**src/hw/rtl/b2d_pkg.sv**
```systemverilog
package b2d_pkg;

  localparam int VALUE_W  = 64;
  localparam int CHAR_W   = 6;
  localparam int K_W      = 5;
  localparam int ROW_W    = 68;
  localparam int K_MAX    = 19;
  localparam int DIG_MAX  = 9;
  localparam int Q_DEPTH  = 2;
  localparam int Q_PTR_W  = 1;
  localparam int Q_CNT_W  = 2;

  localparam logic [CHAR_W-1:0] ASCII_ZERO = 6'd48;
  localparam logic [CHAR_W-1:0] ASCII_NINE = 6'd57;

  typedef struct packed {
    logic [VALUE_W-1:0] value;
    logic [K_W-1:0]     top_k;
  } q_entry_t;

  typedef enum logic {
    ST_IDLE,
    ST_RUN
  } back_state_t;

  function automatic logic [VALUE_W-1:0] pow10(input logic [K_W-1:0] k);
    logic [VALUE_W-1:0] p;
    case (k)
      5'd0:    p = 64'd1;
      5'd1:    p = 64'd10;
      5'd2:    p = 64'd100;
      5'd3:    p = 64'd1000;
      5'd4:    p = 64'd10000;
      5'd5:    p = 64'd100000;
      5'd6:    p = 64'd1000000;
      5'd7:    p = 64'd10000000;
      5'd8:    p = 64'd100000000;
      5'd9:    p = 64'd1000000000;
      5'd10:   p = 64'd10000000000;
      5'd11:   p = 64'd100000000000;
      5'd12:   p = 64'd1000000000000;
      5'd13:   p = 64'd10000000000000;
      5'd14:   p = 64'd100000000000000;
      5'd15:   p = 64'd1000000000000000;
      5'd16:   p = 64'd10000000000000000;
      5'd17:   p = 64'd100000000000000000;
      5'd18:   p = 64'd1000000000000000000;
      5'd19:   p = 64'd10000000000000000000;
      default: p = 64'd1;
    endcase
    return p;
  endfunction

endpackage

```
**src/hw/rtl/b2d_front.sv**
```systemverilog
module b2d_front (
  input  logic                       clk,
  input  logic                       rst_n,
  input  logic                       in_valid,
  output logic                       in_stall,
  input  logic [b2d_pkg::VALUE_W-1:0] in_value,
  output logic                       push,
  output b2d_pkg::q_entry_t          push_data,
  input  logic                       q_full
);

  logic                        fv_r, fv_nxt;
  logic [b2d_pkg::VALUE_W-1:0] value_r;
  logic                        accept;
  logic [b2d_pkg::K_W-1:0]     top_k;

  assign in_stall = fv_r && q_full;
  assign accept   = in_valid && !in_stall;
  assign push     = fv_r && !q_full;

  // number of digits minus one
  always_comb begin
    top_k = '0;
    for (int k = 1; k <= b2d_pkg::K_MAX; k++) begin
      if (value_r >= b2d_pkg::pow10(b2d_pkg::K_W'(k))) begin
        top_k = b2d_pkg::K_W'(k);
      end
    end
  end

  assign push_data.value = value_r;
  assign push_data.top_k = top_k;

  always_comb begin
    fv_nxt = fv_r;
    if (accept) begin
      fv_nxt = 1'b1;
    end else if (push) begin
      fv_nxt = 1'b0;
    end
  end

  always_ff @(posedge clk) begin
    if (!rst_n) begin
      fv_r <= 1'b0;
    end else begin
      fv_r <= fv_nxt;
    end
  end

  always_ff @(posedge clk) begin
    if (accept) begin
      value_r <= in_value;
    end
  end

endmodule

```
**config.mk**
```make
export PLATFORM = sky130hd
export DESIGN_NAME = b2d_front
export DESIGN_NICKNAME = d
export VERILOG_FILES = /design/src/hw/rtl/b2d_pkg.sv /design/src/hw/rtl/b2d_front.sv
export SDC_FILE = /design/constraint.sdc
export NUM_CORES = 1
export LEC_CHECK = 0
export ABC_AREA = 1
export BUFFER_PORTS_ARGS = -buffer_cell sky130_fd_sc_hd__buf_2
export CAP_MARGIN = 20
export CELL_PAD_IN_SITES_DETAIL_PLACEMENT = 0
export CELL_PAD_IN_SITES_GLOBAL_PLACEMENT = 1
export CORE_MARGIN = 5
export CORE_UTILIZATION = 33
export DETAILED_ROUTE_END_ITERATION = 7
export PLACE_DENSITY_LB_ADDON = 0.1
export REMOVE_ABC_BUFFERS = 1
export SKIP_LAST_GASP = 1
export SYNTH_ARGS = -nofsm -noshare
export SYNTH_HDL_FRONTEND = slang
export SYNTH_SLANG_ARGS = --single-unit
export TNS_END_PERCENT = 50
```
**constraint.sdc**
```tcl
create_clock -name clk -period 3.7 [get_ports clk]
set_input_delay 0.185 -clock clk [delete_from_list [all_inputs] [get_ports clk]]
set_output_delay 0.185 -clock clk [all_outputs]
set_load 0.01 [all_outputs]
```
==> impl_metrics.yaml <==
die:
  die_area_sq_mm: 0.0155
  io_pins: 139
  die_w_um: 125
  initial_core_util_pct: 34.0
  fp-row-count: 41
  die_h_um: 125
  core_area_sq_mm: 0.0127
clocking:
  h-tree-depth: 3
  cts.sinks: 65
  clk_pin_slew_ns: 0.06
  post_cts_buffers: 0
  clock_path_buffers: 2
  cts-root-buf: "clkbuf_16"
  cts_tree: "built"
  cts-buffers-inserted: 9
  clk_latency_ns: 0.35
detailed_routing:
  drc: 0
  drtIter0Drc: 349
  vias_per_cell: 4.94
  vias: 4491
  first_pass_iters: 5
  wl_per_cell_um: 15.7
  ant_nets: 0
  routed_wl_um: 14300
finish:
  layout-drive-gt1-share_pct: 28.0
  multi_input_area_sq_mm: 0.00205
  syn2layout_area_growth_pct: 37.1
  nets: 800
  final_common_cell: "buf_2"
  register_area_sq_mm: 0.00194
  n_antenna_cell: 0
  stdcell_count: 909
  layout_common_cells: "buf_2, nand2_1, nor2_1"
  fillers: 1298
sta:
  finalHoldViolations: 0
  whs_ns: 0.0151
  period_share_pct: 79.4
  setup_tns_ns: 0
  relSlewSlack_pct: 45.4
  rsz0062_at_grt: "no"
  skew_ns: 0.00496
  post-route-min-period_ns: 2.94
  fmax_ghz: 0.340
  tightestPinTransition_ns: 0.818
  finalSetupViolCount: 0
  finalMaxSlewViolations: 0
critical_path:
  crit_arrival_ns: 2.75
  cp_slowest_cell: "edfxtp_1"
  required_ns: 3.51
  rrSetupSlack_ns: 2.13
  endpoint_kind: "output pin"
  cp-start-kind: "flop"
  path_class: "flop to output pin"
  critical_path.cell_chain: "inv_2 > nand2_1 > nor2_2 > nand2_1 > nor2_2 > nand3b_1 > nor2_1 > nand2_1 > nand2_1 > nand2_1 > nand2_1 > nand2_1 > nand2_1 > nand2_1 > nand2_1 > nand2_1 > nand2_1 > nand2_1 > nand2_1 > nand2_1 > nand2_1 > nand2_1 > nand2_1 > buf_2"
  cpMostUsedCell: "nand2_1"
  crit_path_max_fanout: 8
  critPathMaxStageDelay_ns: 0.53
synthesis:
  yosys.area_share.simple_pct: 35.1
  syn_avg_cell_area_sq_um: 7.96
  ys_ff_latch: 65
  synthXorXnorAreaFrac_pct: 0
  synth_top_area_share_pct: 44.4
  synth_compound_area_share_pct: 12.1
  muxShareOfSynthArea_pct: 0
  postSynthCellCount: 544
  synth_area_leaders: "edfxtp_1, nand2_1, nor2_1"
  syn_area_sq_mm: 0.00433
  yosysUniqueCellTypes: 42
  synth_area_leader_cell: "edfxtp_1"
  yosysSeqAreaShare_pct: 44.9
  synth_fa_ha_area_share_pct: 0
  yosys_warnings: 0
  synth_top_family_by_area: "simple AND/OR/NAND/NOR gates"
global_route:
  antenna_found_initial: 0
  grt_pass1_wl_um: 23600
  grt_max_degree: 65
  overflow: 0
  grt_pass1_vias: 4559
  grt_usage_pct: 18.7
placed_design:
  dp_hpwl_um: 11100
  routabilityCongestion: 0.900
  portBuffers: 138
  dp.cells: 852
status:
  outcome: "finished, final reports clean"
power:
  power_mw: 2.11
  power_per_cell_area_mw_per_mm2: 356
  p_leak_nw: 2.53
  vdd_drop_max_mv: 0.337
hold_path:
  worstHoldPathType: "input port to flop"
flow_run:
  cap_violations: 0
## final timing paths
check / end / cells past startpoint / start
max: push_data[0] / 24 / value_r[23]$_DFFE_PP_
min: value_r[34]$_DFFE_PP_ / 1 / in_value[34]
max reg2reg: value_r[35]$_DFFE_PP_ / 4 / fv_r$_SDFFE_PN0P_
min reg2reg: fv_r$_SDFFE_PN0P_ / 2 / fv_r$_SDFFE_PN0P_
## through the flow
stage	setup WS (ns)	area, sq um	utilization, %
after global placement	1.01	5220	41.1
after CTS	0.726	5930	46.6
after global routing	0.319	5930	46.6
after floorplan	0.102	4300	-
final	0.761	5930	46.6
after detailed placement	1.11	5220	41.1
## metal layers
| metal | vias to the layer above | wire length (um) | share of wire (%) | track usage (%) |
|---|---|---|---|---|
| met2 | 180 | 6280 | 44 | 28.5 |
| li1 | 2255 | - | - | - |
| met4 | 0 | 257 | 1.8 | 6.45 |
| met1 | 2039 | 6560 | 46 | 25.1 |
| met5 | - | 0 | 0 | 0 |
| met3 | 17 | 1150 | 8.1 | 6.00 |
## sequential cells by signal, indices dropped and copies added, names as in the netlist
signal / flops
value_r: 64
fv_r: 1
## worst max-delay path, delay by kind of cell, from the launching register on
kind | cells | cell delay, ns
buf+inv | 2 | 0.29
simple gates | 22 | 1.58
flops | 1 | 0.53
## report_power, final
| group | leakage, nW | internal, mW | switching (mW) |
|---|---|---|---|
| clock | 0.143 | 0.527 | 0.356 |
| sequential | 0.627 | 0.865 | 0.0643 |
| combinational | 1.76 | 0.125 | 0.175 |
## cell type report
class                      count  area share [%]
sequential                    65            32.7
multi-input combinational    393            34.6
tap                          172            3.63
clock inverter                 7            1.29
clock buffer                   9            3.80
timing repair buffer         180            18.7
inverter                      83            5.33
## synth_stat cells
library cell and n:
a2111oi_0 1, a211oi_1 2, a21boi_0 1, a21oi_1 21
a21oi_2 2, a221oi_1 1, a31oi_1 6, a31oi_4 1
a41oi_1 1, and3_2 1, buf_2 1, buf_6 2
clkinv_2 2, dfxtp_1 1, edfxtp_1 64, inv_1 74
inv_2 6, inv_4 1, nand2_1 109, nand2_2 4
nand2_4 5, nand3_1 31, nand3b_1 2, nand4_1 22
nor2_1 80, nor2_2 16, nor2_4 6, nor2_8 3
nor3_1 19, nor3_2 1, nor4_1 11, o2111ai_1 3
o2111ai_2 1, o211ai_1 6, o21ai_0 24, o21ai_1 1
o21bai_1 2, o221ai_1 3, o311ai_0 1, o31ai_1 4
or2_2 1, or4_1 1
## logic make-up (layout without fill, tap and decap cells)
kind of cell / count (synthesis) / after routing
buffers and inverters: 86 / 279
AOI/OAI and AO/OA: 81 / 81
and+or+nand+nor: 312 / 312
DFF: 65 / 65
## what timing repair did
action | 4_1_cts | 5_1_grt
hold buffers | 41 | 0
hold endpoints to repair | 41 | 0
gates resized for setup | 0 | 0
No activity file was read; power rests on OpenSTA's default activity.
