**src/hw/rtl/b2d_pkg.sv**
```systemverilog
package b2d_pkg;

  localparam int VALUE_W  = 64;
  localparam int CHAR_W   = 6;
  localparam int K_W      = 5;
  localparam int ROW_W    = 68;
  localparam int K_MAX    = 19;
  localparam int DIG_MAX  = 9;
  localparam int Q_DEPTH  = 2;
  localparam int Q_PTR_W  = 1;
  localparam int Q_CNT_W  = 2;

  localparam logic [CHAR_W-1:0] ASCII_ZERO = 6'd48;
  localparam logic [CHAR_W-1:0] ASCII_NINE = 6'd57;

  typedef struct packed {
    logic [VALUE_W-1:0] value;
    logic [K_W-1:0]     top_k;
  } q_entry_t;

  typedef enum logic {
    ST_IDLE,
    ST_RUN
  } back_state_t;

  function automatic logic [VALUE_W-1:0] pow10(input logic [K_W-1:0] k);
    logic [VALUE_W-1:0] p;
    case (k)
      5'd0:    p = 64'd1;
      5'd1:    p = 64'd10;
      5'd2:    p = 64'd100;
      5'd3:    p = 64'd1000;
      5'd4:    p = 64'd10000;
      5'd5:    p = 64'd100000;
      5'd6:    p = 64'd1000000;
      5'd7:    p = 64'd10000000;
      5'd8:    p = 64'd100000000;
      5'd9:    p = 64'd1000000000;
      5'd10:   p = 64'd10000000000;
      5'd11:   p = 64'd100000000000;
      5'd12:   p = 64'd1000000000000;
      5'd13:   p = 64'd10000000000000;
      5'd14:   p = 64'd100000000000000;
      5'd15:   p = 64'd1000000000000000;
      5'd16:   p = 64'd10000000000000000;
      5'd17:   p = 64'd100000000000000000;
      5'd18:   p = 64'd1000000000000000000;
      5'd19:   p = 64'd10000000000000000000;
      default: p = 64'd1;
    endcase
    return p;
  endfunction

endpackage

```
**src/hw/rtl/b2d_queue.sv**
```systemverilog
module b2d_queue (
  input  logic              clk,
  input  logic              rst_n,
  input  logic              push,
  input  b2d_pkg::q_entry_t push_data,
  output logic              full,
  input  logic              pop,
  output logic              q_valid,
  output b2d_pkg::q_entry_t head
);

  b2d_pkg::q_entry_t              mem_r [b2d_pkg::Q_DEPTH];
  logic [b2d_pkg::Q_PTR_W-1:0]    wr_ptr_r, rd_ptr_r;
  logic [b2d_pkg::Q_CNT_W-1:0]    cnt_r, cnt_nxt;

  assign full    = (cnt_r == b2d_pkg::Q_CNT_W'(b2d_pkg::Q_DEPTH));
  assign q_valid = (cnt_r != '0);
  assign head    = mem_r[rd_ptr_r];

  always_comb begin
    cnt_nxt = cnt_r;
    if (push && !pop) begin
      cnt_nxt = cnt_r + 1'b1;
    end else if (pop && !push) begin
      cnt_nxt = cnt_r - 1'b1;
    end
  end

  always_ff @(posedge clk) begin
    if (!rst_n) begin
      wr_ptr_r <= '0;
      rd_ptr_r <= '0;
      cnt_r    <= '0;
    end else begin
      cnt_r <= cnt_nxt;
      if (push) begin
        wr_ptr_r <= wr_ptr_r + 1'b1;
      end
      if (pop) begin
        rd_ptr_r <= rd_ptr_r + 1'b1;
      end
    end
  end

  always_ff @(posedge clk) begin
    if (push) begin
      mem_r[wr_ptr_r] <= push_data;
    end
  end

endmodule

```
**config.mk**
```make
export PLATFORM = sky130hd
export DESIGN_NAME = b2d_queue
export DESIGN_NICKNAME = d
export VERILOG_FILES = /design/src/hw/rtl/b2d_pkg.sv /design/src/hw/rtl/b2d_queue.sv
export SDC_FILE = /design/constraint.sdc
export NUM_CORES = 1
export LEC_CHECK = 0
export ABC_AREA = 0
export BUFFER_PORTS_ARGS = -buffer_cell sky130_fd_sc_hd__clkbuf_2
export CORE_MARGIN = 1
export CORE_UTILIZATION = 45
export CTS_CLUSTER_SIZE = 12
export DETAILED_ROUTE_END_ITERATION = 10
export PLACE_DENSITY = 0.75
export SLEW_MARGIN = 20
export SYNTH_ARGS = -nofsm -noshare
export SYNTH_HDL_FRONTEND = slang
export SYNTH_SLANG_ARGS = --single-unit
```
**constraint.sdc**
```tcl
create_clock -name clk -period 8.4 [get_ports clk]
set_input_delay 0.42 -clock clk [delete_from_list [all_inputs] [get_ports clk]]
set_output_delay 0.42 -clock clk [all_outputs]
set_load 0.1 [all_outputs]
```
==> metrics.txt, run 1 <==
post-route ant nets 0; core box area 11400 um^2; Multi-input gate area 940 um^2; DR vias/cell 4.82; Worst Tran Pin Value 959 ps; RSZ-0062 raised after global routing false; DP HPWL 5460 um; Arr. time, crit path 2230 ps; chip height 110 um; CTS H-tree depth 4; Worst R2R Setup Slack 6330 ps; largest net degree at the start of global routing 70; Peak VDD IR 0.000144 V; Clk pin slew, worst setup/hold paths 60 ps; min cycle time layout 2650 ps; Hold Path Class input port to flip-flop; Slew Limit Fails 0; Cell Area, Synth 5240 um^2; final net count 466; cts-stage hold buffer count 0; Overflow after GRT 0; yosys warns 0; Yosys cell types 18; layout cells sized above 1 60.1%; initial antenna violation count 0; leakage 2.56 nW; Die X 110 um; 1st-iter DRT viols 82; clk sinks 143; setup bufs post-CTS 0; CTS tree yes; kind of critical path flip-flop to output pin; Final Core Density 58.4%; startpoint types flip-flop; critical path, cell by cell mux2_2, clkbuf_2; CP Capture Type output pin; status complete, no violations; worst skew pair latency 400 ps; number of placed I/O pins 144; Crit Path Max Fanout 69; row count 39; vias in the first global route 2597; first-pass GRT wire length 12600 um; PwrDens 291 nW/um^2; Synth Instances 237; fmax 0.377 GHz; die area 12100 um^2; Syn Nets 311; CTS Root Cell clkbuf_16; final hold violation count 0; Num CTS Buffers 17; RD Place Congestion 0.678; FF-to-FF path depth 2; DR WL/cell 15.6 um; register bit total from synthesis 143; r2r startpoint wr_ptr_r$_SDFFE_PN0P_; fill cell count 913; worst reg2reg path endpoint mem_r[0][55]$_DFFE_PP_; Final Worst Setup Slack 5750 ps; register area 4250 um^2; via count 2635; diode count 0; Max clock buf depth 2; pre-CTS setup slack 6030 ps; Worst EP required 7980 ps; TNS Setup 0 ps; sequential area share after synthesis 81.0%; max cap viols 0; share of the synthesized area in the top cell type 79.1%; Final period util 31.5%; area grow syn2layout 26.8%; Max stage delay on crit path 980 ps; Max stage delay cell, worst path dfxtp_4; Starting Density 46.1%; Design Power 1.93 mW; port bufs 143; max_slew headroom 35.9%; post-CTS resize count 0; TritonRoute pass-1 iters 4; post-synth top area cell edfxtp_1; Post-Syn Area per Cell 22.1 um^2; Setup Skew 8.11 ps; Routed WL 8520 um; final setup violation count 0; DRC Markers 0; CP endpoint head[48]; Total GRT Usage 14.7%; synth top area cells edfxtp_1 79%, mux2_2 13%, mux2_4 2.9%, dfxtp_1 1.9%, and2_1 0.48%
[layer usage]
metal	vias up	track usage (%)	part of all wire, %
met5	-	0	0
met4	0	7.71	1.6
met3	16	5.75	6.5
met2	103	23.8	51
met1	1270	16.8	41
li1	1246	-	-
[Yosys cell counts]
library cell	instances
buf_6	2
and2_1	4
o21a_1	1
buf_8	1
dfxtp_1	5
o21ai_0	1
or3_1	1
buf_2	5
xnor2_1	1
edfxtp_1	138
ha_1	1
or2_2	1
a21boi_1	1
nor2b_1	3
mux2_4	10
inv_1	1
xor2_1	2
mux2_2	59
[critical path, delay by kind of cell (launching register included)]
family / cells / cell delay, ps
buf+inv: 1 / 380
mux: 1 / 440
flops: 1 / 980
[worst min path at each step]
stage,startpoint,to,slack (ps),depth (start not counted)
2_1_floorplan,cnt_r[1]$_SDFFE_PN0P_,cnt_r[1]$_SDFFE_PN0P_,460,2
3_3_place_gp,cnt_r[1]$_SDFFE_PN0P_,cnt_r[1]$_SDFFE_PN0P_,470,2
3_5_place_dp,cnt_r[1]$_SDFFE_PN0P_,cnt_r[1]$_SDFFE_PN0P_,550,2
4_1_cts,push_data[38],mem_r[1][38]$_DFFE_PP_,180,1
5_1_grt,push_data[21],mem_r[1][21]$_DFFE_PP_,180,1
6_report,push_data[32],mem_r[0][32]$_DFFE_PP_,200,1
[registers in the layout, indices dropped and copies added (netlist names), named ones only]
signal    count
rd_ptr_r      1
cnt_r         2
mem_r       138
wr_ptr_r      1
[stage by stage]
step                area [um^2]  std cells  hold slack (ps)
finish                     6650        547              200
global route               6650        547              183
CTS                        6650        547              183
detailed placement         6090        516              550
global placement           6090        516              473
floorplan                  5240        237              461
[final cells by class]
cell class	count	area share [%]
clock buffer	18	6.46
clock inverter	13	1.85
inverter	1	0.0565
multi-input combinational	85	14.1
sequential	143	63.9
tap	143	2.69
timing repair buffer	144	10.9
[power breakdown]
part	internal (mW)	total, mW	switching [mW]
combinational	0.0770	0.391	0.314
sequential	0.825	0.847	0.0222
clock	0.430	0.694	0.264
[cells by family (layout without fill, tap and decap cells)]
kind of cell             count (synthesis)  in the layout  synth area share [%]
AO/OA/AOI/OAI                            3              3                 0.382
multiplexers                            69             69                  15.5
adder cells (fa/ha/maj)                  1              1                 0.239
AND/OR/NAND/NOR                          9              9                  1.07
XOR/XNOR                                 3              3                 0.502
flip-flops                             143            143                  81.0
buffers and inverters                    9            176                  1.27
[cell usage in the layout, fill, tap and decap left out]
cell and n:
clkbuf_2 143, clkinv_2 3, dfxtp_4 1, nor2b_4 1
clkinvlp_4 2, edfxtp_1 138, a21boi_1 1, bufinv_16 2
o21a_1 1, dfxtp_1 4, mux2_4 10, and2_1 3
nor2b_1 2, or3_1 1, inv_1 1, clkbuf_16 17
clkinv_1 4, clkbuf_1 1, ha_1 1, and2_4 1
xor2_1 2, clkinv_4 1, o21ai_0 1, or2_2 1
xnor2_1 1, inv_6 1, buf_4 1, mux2_2 59
No activity file was read; power rests on OpenSTA's default activity.
==> run 2, diff against run 1 <==
==> constraint.sdc (replaced) <==
create_clock -name clk -period 2.7 [get_ports clk]
set_input_delay 0.135 -clock clk [delete_from_list [all_inputs] [get_ports clk]]
set_output_delay 0.135 -clock clk [all_outputs]
set_load 0.1 [all_outputs]
==> metrics.txt, run 2 (same netlist as run 1, synthesis figures left out) <==
status complete, no violations; Clk pin slew, worst setup/hold paths 50 ps (about the same); Die X 110 um (unchanged); layout cells sized above 1 51.4% (-8.8 points); first-pass GRT wire length 13700 um (+9.0%); leakage 2.88 nW (+12%); max_slew headroom 60.8% (+25 points); critical path, cell by cell buf_4, mux2_2, clkbuf_2; kind of critical path flip-flop to output pin; clk sinks 143 (unchanged); Hold Path Class input port to flip-flop; vias in the first global route 2947 (+13%); post-CTS resize count 0 (unchanged); Num CTS Buffers 17 (unchanged); top flop regs mem_r: 138 flops, cnt_r: 2 flops; switching pwr 1.85 mW (+210%); Peak VDD IR 0.000446 V (+210%); CP Capture Type output pin; DR WL/cell 15.2 um (-2.7%); area grow syn2layout 41.0%; Max clock buf depth 2 (unchanged); Routed WL 9400 um (+10%); min cycle time layout 2200 ps; via count 2909 (+10%); number of placed I/O pins 144 (unchanged); Top reg by flops mem_r; fmax 0.455 GHz; Worst EP required 2570 ps (-5410 ps); RSZ-0062 raised after global routing false; RD Place Congestion 0.678 (about the same); Crit Path Max Fanout 26 (-62%); port bufs 143 (unchanged); diode count 0 (unchanged); TNS Setup 0 ps (unchanged); Max stage delay on crit path 590 ps (-390 ps); Starting Density 46.1% (unchanged); final hold violation count 0 (unchanged); row count 39 (unchanged); max cap viols 0 (unchanged); Worst Tran Pin Value 589 ps (-370 ps); PwrDens 822 nW/um^2 (+180%); worst skew pair latency 400 ps (about the same); Total GRT Usage 15.9% (+1.2 points); DP HPWL 5690 um (+4.1%); largest net degree at the start of global routing 45 (-36%); chip height 110 um (unchanged); 1st-iter DRT viols 122 (+49%); CTS Root Cell clkbuf_16; Final period util 81.4%; DRC Markers 0 (unchanged); Setup Skew 6.92 ps (-1.19 ps); Final Core Density 65.0% (+6.5 points); Comb pwr share 22.1% (+1.9 points); cell-internal power 4.22 mW (+220%); DR vias/cell 4.69 (-2.6%); Arr. time, crit path 2060 ps (-170 ps); post-route ant nets 0 (unchanged); final net count 540 (+16%); CTS tree yes; die area 12100 um^2 (unchanged); Sw Ratio 30.5% (-0.59 points); TritonRoute pass-1 iters 4 (unchanged); CP bufs+invs 2 (+1); commonest cells after routing, fill and taps aside 143 x clkbuf_2, 138 x edfxtp_1, 70 x dlygate4sd3_1; Slew Limit Fails 0 (unchanged); Largest register FFs 138 (unchanged); Top delay family on crit path buffers and inverters; final setup violation count 0 (unchanged); Seq pwr share 43.0% (-0.8 points); Overflow after GRT 0 (unchanged); CTS H-tree depth 4 (unchanged); most common cell after layout, fill and taps aside clkbuf_2; core box area 11400 um^2 (unchanged); clock network power share 34.9% (-1.0 points); Max stage delay cell, worst path dfxtp_4; initial antenna violation count 0 (unchanged); startpoint types flip-flop
==> run 2: cell types whose count changed in the layout (fill, tap and decap cells not counted) <==
cell           change
clkbuf_1           +4
dlygate4sd3_1     +70
buf_4              +2
clkinv_1           -3
buf_12             +2
clkinv_2           +1
inv_6              -1
clkinvlp_4         -2
==> run 2: per-layer routing <==
layer	track usage, %	wire (um)	vias to the layer above
met4	7.24	72	0
met1	17.8	3890	1414
met2	27.4	5000	94
li1	-	-	1393
met3	5.22	438	8
met5	0	0	-
==> run 2: final cells by class <==
class	count	area, um^2
clock inverter	8	92.6
tap	143	179
timing repair buffer	218	1480
multi-input combinational	85	940
clock buffer	22	444
inverter	1	3.75
sequential	143	4250
fill	795	3980
==> run 2: power by group through the flow <==
stage	Combinational (mW)	Clock, mW	Sequential (mW)
6_report	1.34	2.12	2.61
5_1_grt	1.39	2.25	2.62
4_1_cts	1.34	2.17	2.61
3_5_place_dp	1.26	0	2.66
3_3_place_gp	1.25	0	2.65
2_1_floorplan	1.08	0	2.63
==> run 2: stage by stage <==
| stage | total power, mW | instance area [um^2] | cells | hold slack [ps] | worst slack (ps) |
|---|---|---|---|---|---|
| floorplan | 3.71 | 5240 | 237 | 234 | 141 |
| global placement | 3.90 | 6150 | 520 | 324 | 928 |
| detailed placement | 3.92 | 6150 | 520 | 328 | 901 |
| CTS | 6.13 | 7390 | 620 | 64.8 | 459 |
| global route | 6.26 | 7390 | 620 | 77.2 | 415 |
| finish | 6.07 | 7390 | 620 | 79.9 | 503 |
==> run 2: worst register-to-register path, cell delays in order (launching register included) <==
cell and delay (ps):
dfxtp_1 380, and2_4 530, buf_12 310
==> run 2: worst paths after layout <==
| path | startpoint | endpoint | slack [ps] | depth (start not counted) |
|---|---|---|---|---|
| worst max-delay path | flip-flop | head[3] | 500 | 3 |
| worst min-delay path | pop | flip-flop | 80 | 3 |
| worst max register to register | wr_ptr_r$_SDFFE_PN0P_ | mem_r[1][24]$_DFFE_PP_ | 1160 | 2 |
| worst min register to register | cnt_r[1]$_SDFFE_PN0P_ | cnt_r[1]$_SDFFE_PN0P_ | 510 | 2 |
==> run 2: what timing repair did <==
item,CTS,global route
endpoints found under the hold margin,142,0
hold buffers,70,0
buffers inserted,0,0
==> run 3, diff against run 2 <==
==> constraint.sdc (replaced) <==
create_clock -name clk -period 2.2 [get_ports clk]
set_input_delay 0.11 -clock clk [delete_from_list [all_inputs] [get_ports clk]]
set_output_delay 0.11 -clock clk [all_outputs]
set_load 0.1 [all_outputs]
==> metrics.txt, run 3 (same netlist as run 1, synthesis figures left out) <==
clk sinks 143 (unchanged); max_slew headroom 62.4% (+1.6 points); pre-CTS setup slack 602 ps (-299 ps); Arr. time, crit path 1940 ps (-120 ps); Worst R2R Setup Slack 760 ps (-400 ps); initial antenna violation count 0 (unchanged); post-CTS resize count 0 (unchanged); Overflow after GRT 0 (unchanged); fmax 0.487 GHz; largest net degree at the start of global routing 70 (+56%); Worst EP required 2090 ps (-480 ps); TNS Setup 0 ps (unchanged); worst skew pair latency 410 ps (about the same); Crit Path Max Fanout 69 (+170%); port bufs 143 (unchanged); Top delay family on crit path buffers and inverters; Final period util 93.3%; Largest register FFs 138 (unchanged); CTS Root Cell clkbuf_16; Total GRT Usage 16.8% (+0.92 points); Worst Tran Pin Value 565 ps (-24.1 ps); Placed Instances 521 (+0.19%); max cap viols 0 (unchanged); fill cell count 771 (-3.0%); Die X 110 um (unchanged); Levels on crit path 3 (unchanged); register area 4250 um^2 (unchanged); RD Place Congestion 0.646 (-4.8%); post-route ant nets 0 (unchanged); CTS H-tree depth 4 (unchanged); Slew Limit Fails 0 (unchanged); Hold Startpoint pop; Design Power 7.94 mW (+31%); chip height 110 um (unchanged); kind of critical path flip-flop to output pin; critical path, cell by cell buf_12, mux2_2, clkbuf_2; Setup Skew 5.02 ps (-1.90 ps); Peak VDD IR 0.000712 V (+60%); commonest cells after routing, fill and taps aside 138 x edfxtp_1, 133 x clkbuf_2, 70 x dlygate4sd3_1; DR vias/cell 4.81 (+2.5%); leakage 2.94 nW (+2.0%); final net count 541 (+0.19%); CP bufs+invs 2 (unchanged); Final Worst Setup Slack 146 ps (-356 ps); Hold Path Class input port to flip-flop; PwrDens 1050 nW/um^2 (+28%); Max stage delay cell, worst path mux2_2; Multi-input gate area 940 um^2 (unchanged); number of placed I/O pins 144 (unchanged); worst reg2reg path endpoint mem_r[1][17]$_DFFE_PP_; TritonRoute pass-1 iters 6 (+2); Routed WL 9780 um (+4.0%); RSZ-0062 raised after global routing false; post-route insts no fill 623 (+0.48%); die area 12100 um^2 (unchanged); Max stage delay on crit path 410 ps (-180 ps); layout cells sized above 1 52.3% (+0.93 points); DP HPWL 5620 um (-1.2%); Top reg by flops mem_r; Max clock buf depth 2 (unchanged); FF-to-FF path depth 2 (unchanged); status complete, no violations; area grow syn2layout 43.6%; diode count 0 (unchanged); row count 39 (unchanged); via count 2995 (+3.0%); r2r startpoint wr_ptr_r$_SDFFE_PN0P_; Clk pin slew, worst setup/hold paths 60 ps (about the same); Num CTS Buffers 17 (unchanged); core box area 11400 um^2 (unchanged); vias in the first global route 3046 (+3.4%); first-pass GRT wire length 14400 um (+5.5%); worst hold path cell count 3 (unchanged); min cycle time layout 2050 ps; startpoint types flip-flop; DRC Markers 0 (unchanged); final setup violation count 0 (unchanged); top flop regs mem_r: 138 flops, cnt_r: 2 flops; Starting Density 46.1% (unchanged); 1st-iter DRT viols 166 (+36%); DR WL/cell 15.7 um (+3.5%); final hold violation count 0 (unchanged); most common cell after layout, fill and taps aside edfxtp_1; CP Capture Type output pin; CTS tree yes
## run 3: cell types whose count changed in the layout (fill, tap and decap cells not counted)
cell / before / now
clkbuf_2: 143 / 133
clkinv_1: 1 / 3
inv_6: 0 / 1
clkinv_2: 4 / 1
clkinvlp_4: 0 / 1
bufinv_16: 2 / 5
clkinv_4: 1 / 4
buf_4: 3 / 14
clkbuf_1: 5 / 0
## run 3: tightest hold or removal path, delay by kind of cell
family	cells	cell delay, ps
xor+xnor	1	70
simple gates	1	140
buf+inv	1	110
## run 3: repair_timing
action	in CTS	in global routing
setup buffers	0	0
endpoints found under the hold margin	143	0
hold buffers	70	0
## run 3: stage by stage
stage	cell area (um^2)	hold slack, ps	util, %
floorplan	5250	209	-
global placement	6180	298	54.4
detailed placement	6180	304	54.4
CTS	7520	50.9	66.2
global route	7520	70.7	66.2
finish	7520	64.7	66.2
## run 3: worst max path at each step
stage | end | slack [ps] | from
after detailed placement | head[9] | 600 | flip-flop
final | head[9] | 150 | flip-flop
after floorplan | full | 410 | cnt_r[1]$_SDFFE_PN0P_
after CTS | head[9] | 160 | flip-flop
after global placement | head[60] | 600 | flip-flop
after global routing | head[9] | 120 | flip-flop
## run 3: cell type report
class,instances,share of cell area [%]
flip-flops and latches,143,56.5
well taps,143,2.38
multi-input cells,85,12.5
clock buffers,17,5.65
repair buffers,219,20.1
inverters,1,0.0499
clock inverters,15,2.89
## run 3: power breakdown
part,leakage [nW],switching [mW],internal (mW)
Sequential,1.34,0.0372,3.15
Clock,0.310,1.07,2.01
Combinational,1.29,1.28,0.399
Total,2.94,2.39,5.55
## run 3: layer usage
metal	global-route usage [%]	part of all wire (%)	vias up
met5	0	0	-
met4	5.14	0.89	0
met3	5.99	5.2	8
met2	30.0	53	103
met1	18.7	41	1485
li1	-	-	1399
